[src/rtl/core/fsd_pkg.sv]
// Shared types and code constants for the flux stream decoder.
package fsd_pkg;

  typedef enum logic [2:0] {
    PhIdle    = 3'd0,
    PhTwo     = 3'd1,
    PhV16Hi   = 3'd2,
    PhV16Lo   = 3'd3,
    PhSkip    = 3'd4,
    PhOobType = 3'd5,
    PhOobLo   = 3'd6,
    PhOobHi   = 3'd7
  } phase_e;

  localparam logic [7:0] CodeTwoMax = 8'h07;
  localparam logic [7:0] CodeNop    = 8'h08;
  localparam logic [7:0] CodeSkip1  = 8'h09;
  localparam logic [7:0] CodeSkip2  = 8'h0A;
  localparam logic [7:0] CodeOvf    = 8'h0B;
  localparam logic [7:0] CodeV16    = 8'h0C;
  localparam logic [7:0] CodeOob    = 8'h0D;
  localparam logic [7:0] OobTypeEof = 8'h0D;

  localparam logic [31:0] OvfStep = 32'h0001_0000;
  localparam int unsigned LimitWidth = 24;
  localparam int unsigned TotalWidth = 24;

  typedef struct packed {
    phase_e      phase;
    logic [7:0]  held;
    logic [15:0] skip_left;
    logic [31:0] ovf;
    logic        oob_eof;
    logic        halted;
  } state_t;

  localparam state_t StateReset = '{
    phase:     PhIdle,
    held:      8'h00,
    skip_left: 16'h0000,
    ovf:       32'h0000_0000,
    oob_eof:   1'b0,
    halted:    1'b0
  };

  typedef struct packed {
    logic                  has_flux;
    logic [31:0]           flux_ticks;
    logic                  stream_done;
    logic [TotalWidth-1:0] flux_total;
  } result_t;

endpackage

[src/rtl/core/fsd_decode.sv]
// Next-state and result logic for one stream byte.
module fsd_decode #(
  parameter int unsigned CountWidth = 24
) (
  input  fsd_pkg::state_t                  state_i,
  input  logic [CountWidth-1:0]            count_i,
  input  logic [7:0]                       byte_i,
  input  logic                             last_i,
  input  logic [fsd_pkg::LimitWidth-1:0]   max_count_i,
  output fsd_pkg::state_t                  state_o,
  output logic [CountWidth-1:0]            count_o,
  output logic                             emit_o,
  output fsd_pkg::result_t                 result_o
);
  import fsd_pkg::*;

  function automatic logic lim_f(input logic [CountWidth-1:0] c,
                                 input logic [LimitWidth-1:0] m);
    return (32'(c) >= 32'(m)) || (c == '1);
  endfunction

  state_t                st;
  logic [CountWidth-1:0] cnt;
  logic                  has;
  logic [15:0]           v16;
  logic [31:0]           ticks;
  logic [31:0]           cnt32;
  logic [15:0]           blk_len;

  always_comb begin
    st       = state_i;
    cnt      = count_i;
    has      = 1'b0;
    v16      = 16'h0000;
    ticks    = 32'h0000_0000;
    blk_len  = {byte_i, state_i.held};

    if (!st.halted && lim_f(cnt, max_count_i)) begin
      st.halted = 1'b1;
    end

    if (!st.halted) begin
      case (st.phase)
        PhIdle: begin
          if (byte_i <= CodeTwoMax) begin
            st.held  = byte_i;
            st.phase = PhTwo;
          end else if (byte_i == CodeNop) begin
            st.phase = PhIdle;
          end else if (byte_i == CodeSkip1) begin
            st.skip_left = 16'd1;
            st.phase     = PhSkip;
          end else if (byte_i == CodeSkip2) begin
            st.skip_left = 16'd2;
            st.phase     = PhSkip;
          end else if (byte_i == CodeOvf) begin
            st.ovf = st.ovf + OvfStep;
          end else if (byte_i == CodeV16) begin
            st.phase = PhV16Hi;
          end else if (byte_i == CodeOob) begin
            st.phase = PhOobType;
          end else begin
            has = 1'b1;
            v16 = {8'h00, byte_i};
          end
        end
        PhTwo, PhV16Lo: begin
          has      = 1'b1;
          v16      = {st.held, byte_i};
          st.phase = PhIdle;
        end
        PhV16Hi: begin
          st.held  = byte_i;
          st.phase = PhV16Lo;
        end
        PhSkip: begin
          if (st.skip_left <= 16'd1) begin
            st.skip_left = 16'd0;
            st.phase     = PhIdle;
          end else begin
            st.skip_left = st.skip_left - 16'd1;
          end
        end
        PhOobType: begin
          st.oob_eof = (byte_i == OobTypeEof);
          st.phase   = PhOobLo;
        end
        PhOobLo: begin
          st.held  = byte_i;
          st.phase = PhOobHi;
        end
        PhOobHi: begin
          if (st.oob_eof) begin
            st.halted = 1'b1;
            st.phase  = PhIdle;
          end else if (blk_len == 16'd0) begin
            st.phase = PhIdle;
          end else begin
            st.skip_left = blk_len;
            st.phase     = PhSkip;
          end
        end
        default: begin
          st.phase = PhIdle;
        end
      endcase
    end

    if (has) begin
      ticks  = {16'h0000, v16} + st.ovf;
      st.ovf = 32'h0000_0000;
      cnt    = cnt + CountWidth'(1);
      if (lim_f(cnt, max_count_i)) begin
        st.halted = 1'b1;
      end
    end

    cnt32 = 32'(cnt);

    result_o.has_flux    = has;
    result_o.flux_ticks  = ticks;
    result_o.stream_done = last_i;
    result_o.flux_total  = cnt32[TotalWidth-1:0];
    emit_o               = has || last_i;

    if (last_i) begin
      st  = StateReset;
      cnt = '0;
    end

    state_o = st;
    count_o = cnt;
  end

endmodule

[src/rtl/core/flux_stream_decoder_top.sv]
// Flux stream decoder: parses capture bytes into flux interval tick counts.
// A result is registered into the output register, or into the skid register while the output stalls.
// Throughput: one byte per cycle while the skid buffer is empty; parser state updates in the accept cycle.
// A two-entry result buffer lets input continue during an output stall until the skid entry is filled.
// Reset clears the parser, the count and the buffer; the limit resets to max.
module flux_stream_decoder_top #(
  parameter int unsigned COUNT_WIDTH = 24
) (
  input  logic                                clk_i,
  input  logic                                rst_ni,
  input  logic                                cfg_we_i,
  input  logic [fsd_pkg::LimitWidth-1:0]      cfg_wdata_i,
  input  logic                                in_valid_i,
  output logic                                in_ready_o,
  input  logic [7:0]                          stream_byte_i,
  input  logic                                last_byte_i,
  output logic                                out_valid_o,
  input  logic                                out_ready_i,
  output logic                                has_flux_o,
  output logic [31:0]                         flux_ticks_o,
  output logic                                stream_done_o,
  output logic [fsd_pkg::TotalWidth-1:0]      flux_total_o
);
  import fsd_pkg::*;

  logic [LimitWidth-1:0]  max_q;
  state_t                 st_q, st_d;
  logic [COUNT_WIDTH-1:0] cnt_q, cnt_d;
  logic                   dec_emit;
  result_t                dec_res;

  logic    out_valid_q, skid_valid_q;
  result_t out_q, skid_q;
  logic    accept, emit, out_free;

  fsd_decode #(
    .CountWidth(COUNT_WIDTH)
  ) u_decode (
    .state_i    (st_q),
    .count_i    (cnt_q),
    .byte_i     (stream_byte_i),
    .last_i     (last_byte_i),
    .max_count_i(max_q),
    .state_o    (st_d),
    .count_o    (cnt_d),
    .emit_o     (dec_emit),
    .result_o   (dec_res)
  );

  assign in_ready_o = !skid_valid_q;
  assign accept     = in_valid_i && in_ready_o;
  assign emit       = accept && dec_emit;
  assign out_free   = !out_valid_q || out_ready_i;

  always_ff @(posedge clk_i or negedge rst_ni) begin
    if (!rst_ni) begin
      max_q <= '1;
    end else if (cfg_we_i) begin
      max_q <= cfg_wdata_i;
    end
  end

  always_ff @(posedge clk_i or negedge rst_ni) begin
    if (!rst_ni) begin
      st_q  <= StateReset;
      cnt_q <= '0;
    end else if (accept) begin
      st_q  <= st_d;
      cnt_q <= cnt_d;
    end
  end

  always_ff @(posedge clk_i or negedge rst_ni) begin
    if (!rst_ni) begin
      out_valid_q  <= 1'b0;
      skid_valid_q <= 1'b0;
    end else if (out_free) begin
      if (skid_valid_q) begin
        out_valid_q  <= 1'b1;
        skid_valid_q <= 1'b0;
      end else begin
        out_valid_q <= emit;
      end
    end else if (emit) begin
      skid_valid_q <= 1'b1;
    end
  end

  always_ff @(posedge clk_i) begin
    if (out_free) begin
      if (skid_valid_q) begin
        out_q <= skid_q;
      end else if (emit) begin
        out_q <= dec_res;
      end
    end else if (emit) begin
      skid_q <= dec_res;
    end
  end

  assign out_valid_o   = out_valid_q;
  assign has_flux_o    = out_q.has_flux;
  assign flux_ticks_o  = out_q.flux_ticks;
  assign stream_done_o = out_q.stream_done;
  assign flux_total_o  = out_q.flux_total;

endmodule

[config.mk]
export PLATFORM = sky130hd
export DESIGN_NAME = flux_stream_decoder_top
export DESIGN_NICKNAME = d
export VERILOG_FILES = /design/src/rtl/core/fsd_pkg.sv /design/src/rtl/core/fsd_decode.sv /design/src/rtl/core/flux_stream_decoder_top.sv
export SDC_FILE = /design/constraint.sdc
export NUM_CORES = 1
export LEC_CHECK = 0
export ABC_CLOCK_PERIOD_IN_PS = 9290
export CELL_PAD_IN_SITES_DETAIL_PLACEMENT = 1
export CELL_PAD_IN_SITES_GLOBAL_PLACEMENT = 1
export CORE_MARGIN = 1
export CORE_UTILIZATION = 51
export CTS_BUF_LIST = sky130_fd_sc_hd__clkbuf_8 sky130_fd_sc_hd__clkbuf_16
export DETAILED_ROUTE_END_ITERATION = 10
export DONT_BUFFER_PORTS = 1
export GPL_TIMING_DRIVEN = 1
export PLACE_DENSITY_LB_ADDON = 0.15
export SKIP_LAST_GASP = 1
export SYNTH_ARGS = -nofsm -noshare
export SYNTH_HDL_FRONTEND = slang
export SYNTH_SLANG_ARGS = --single-unit
export TNS_END_PERCENT = 5
[constraint.sdc]
create_clock -name clk_i -period 9.29 [get_ports clk_i]
set_clock_uncertainty 0.15 [all_clocks]
set_input_delay 1.858 -clock clk_i [delete_from_list [all_inputs] [get_ports clk_i]]
set_output_delay 1.858 -clock clk_i [all_outputs]
set_load 0.01 [all_outputs]
==> reports/results.ini <==
[detailed_routing]
drc = 0
drt-total-wl_um = 31900
ant_nets = 0
wl_per_cell_um = 21.8
drtPass1Iterations = 4
vias = 9010
via_per_inst = 6.14
drt_iter0_markers = 645

[setup_path]
worstSetupStartpointType = register
critPathCaptureType = register
cp.arrival_ps = 5600
path_class = register to register
crit_fanout = 47
cp.required_ps = 9280

[logic_synthesis]
synth.distinct_cells = 70
synthMostInstantiatedCell = nand2_1
synth_async_sr_flop_share = 0.450
synth_cells = 1192
syn_area_um2 = 11900
syn-num-nets = 1284
synth_edf_count = 116
synthTopCellsByCount = 151 x nand2_1, 116 x edfxtp_1, 112 x o21ai_0
synth_top_area_share = 0.293
synthFlopType = edfxtp_1
yosysTopAreaCell = edfxtp_1
yosysWarnings = 0
seq_area_frac_synth = 0.496
syn_avg_cell_area_um2 = 9.96
ys_ff_latch = 211
synthTopCellsByArea = edfxtp_1 29%, dfrtp_1 15%, ha_1 5.7%

[final_layout]
n_fill_cell = 2486
drive_gt1_frac = 0.111
seqCellArea_um2 = 5890
insertedDiodeCount = 0
finalInstanceArea_um2 = 12900
areaGrowthSynthToFinish_pct = 8.61
multi_input_area_um2 = 5540
nNetsFinal = 1256

[run]
cap_violations = 0

[power]
swShare = 0.350
irDropWorstVdd_v = 0.000168
p_per_area_nw_per_um2 = 248
leakage_nw = 5.13
p_sw_mw = 1.12
pwr-share-seq = 0.434
clkPwrFrac = 0.302
p_comb_frac = 0.264
p_int_mw = 2.08

[placed_design]
gp_congestion = 0.872
port_buffers = 0
placed_area_um2 = 12100
hpwlAfterDp_um = 22000

[sta]
worst_pin_slew_ps = 822
maxSlewViolCount = 0
timing.fmax_mhz = 179
relSlewSlack = 0.450
hold_viol_final = 0
timing.final.crit_share = 0.603
fin_crit_ps = 5600
finalSetupTns_ps = 0
rsz0062_at_grt = no
setup_viol = 0

[clocking]
cts_hold_buf = 0
clk_pin_slew_ps = 60
h-tree-depth = 1
cts_resized = 0
numClockSinks = 211
cts_max_path_buffers = 3
cts_tree = built
clock_latency_ps = 520
post-cts-setup-buffers = 0
cts_buffers = 24
clockRootBuffer = clkbuf_16

[global_routing]
grt_max_degree = 96
antenna_found_initial = 0
overflow = 0
grt_pass1_vias = 9297
grt_pass1_wl_um = 51900
track_usage = 0.277

[die]
core-area_um2 = 22700
dieArea_um2 = 23900
row_count = 55
ios = 98
start_util = 0.523
die_x_um = 155
die_h_um = 155

[run_status]
outcome = completed

[worst_hold_path]
hold_class = register to register

-- layer usage --
metal | vias up | track usage | part of all wire
li1 | 4243 | - | -
met1 | 4502 | 0.378 | 0.44
met4 | 0 | 0.0712 | 0.022
met3 | 49 | 0.0417 | 0.054
met2 | 216 | 0.462 | 0.48
met5 | - | 0 | 0
-- power groups by stage --
| stage | combinational [mW] | sequential, mW | clock, mW |
|---|---|---|---|
| final | 0.846 | 1.39 | 0.967 |
| after global placement | 0.814 | 1.40 | 0 |
| after floorplan | 0.623 | 1.37 | 0 |
| after global routing | 0.944 | 1.41 | 1.02 |
| after detailed placement | 0.836 | 1.40 | 0 |
| after CTS | 0.850 | 1.39 | 0.988 |
-- flip-flops by register name, indices dropped and copies added, names as in the netlist --
register	cells
cnt_q	24
st_q	45
stream_done_o	1
out_valid_o	1
flux_total_o	24
skid_valid_q	1
flux_ticks_o	32
max_q	24
has_flux_o	1
skid_q	58
-- stage by stage --
step                      setup slack (ps)  hold slack [ps]  utilization  power, mW  cells
after floorplan                       1320              297            -       1.99   1192
after global placement                3650              345        0.532       2.21   1423
after detailed placement              3540              355        0.532       2.24   1423
after CTS                             3640              368        0.568       3.23   1467
after global routing                  3320              396        0.568       3.37   1467
final                                 3690              365        0.568       3.20   1467
-- worst max-delay path, cell delays in order, from the launching register on --
cell and delay [ps]:
dfstp_2 510, inv_1 60, ha_1 320, a21oi_1 180, nor2_1 60, a2111oi_0 540, o21ai_1 430, nor3_1 280
buf_4 230, o21ai_4 70, buf_4 320, inv_1 550, o21ai_0 410, a21boi_4 470, buf_4 590
-- cells in the final DEF (no fill, tap or decap), types with 36 or more instances in the layout --
cell type / Yosys / layout
a21oi_1: 40 / 40
dfrtp_1: 71 / 71
edfxtp_1: 116 / 116
ha_1: 54 / 54
inv_1: 48 / 54
nand2_1: 151 / 151
nand3_1: 36 / 36
nor2_1: 101 / 100
o21ai_0: 112 / 111
o31ai_1: 43 / 43
xnor2_1: 49 / 49
-- worst paths after layout --
| check | startpoint | end | slack [ps] | depth (start not counted) |
|---|---|---|---|---|
| min in group asynchronous | rst_ni | cnt_q[18] | 890 | 0 |
| max | max_q[21] | flux_ticks_o[0] | 3690 | 14 |
| max reg2reg | max_q[21] | flux_ticks_o[0] | 3690 | 14 |
| min reg2reg | st_q[42] | st_q[42] | 370 | 2 |
| max in group asynchronous | rst_ni | max_q[1] | 7910 | 0 |
| min | st_q[42] | st_q[42] | 370 | 2 |
-- area by class of cell --
type | instances | share of cell area
Clock buffer | 27 | 0.0507
Timing Repair Buffer | 14 | 0.00815
Sequential cell | 211 | 0.457
Clock inverter | 17 | 0.0125
Tap cell | 285 | 0.0277
Multi-Input combinational cell | 864 | 0.430
Inverter | 49 | 0.0143
-- cells by family after synthesis --
logic type / after synthesis / synth area share
muxes: 37 / 0.0349
and+or+nand+nor: 419 / 0.171
buffers and inverters: 117 / 0.0391
xor gates and xnor gates: 79 / 0.0583
AOI/OAI and AO/OA: 274 / 0.143
other: 1 / 0.000316
adders and majority gates: 54 / 0.0569
DFF: 211 / 0.496
Note: power is estimated with default switching activity, not from simulation.
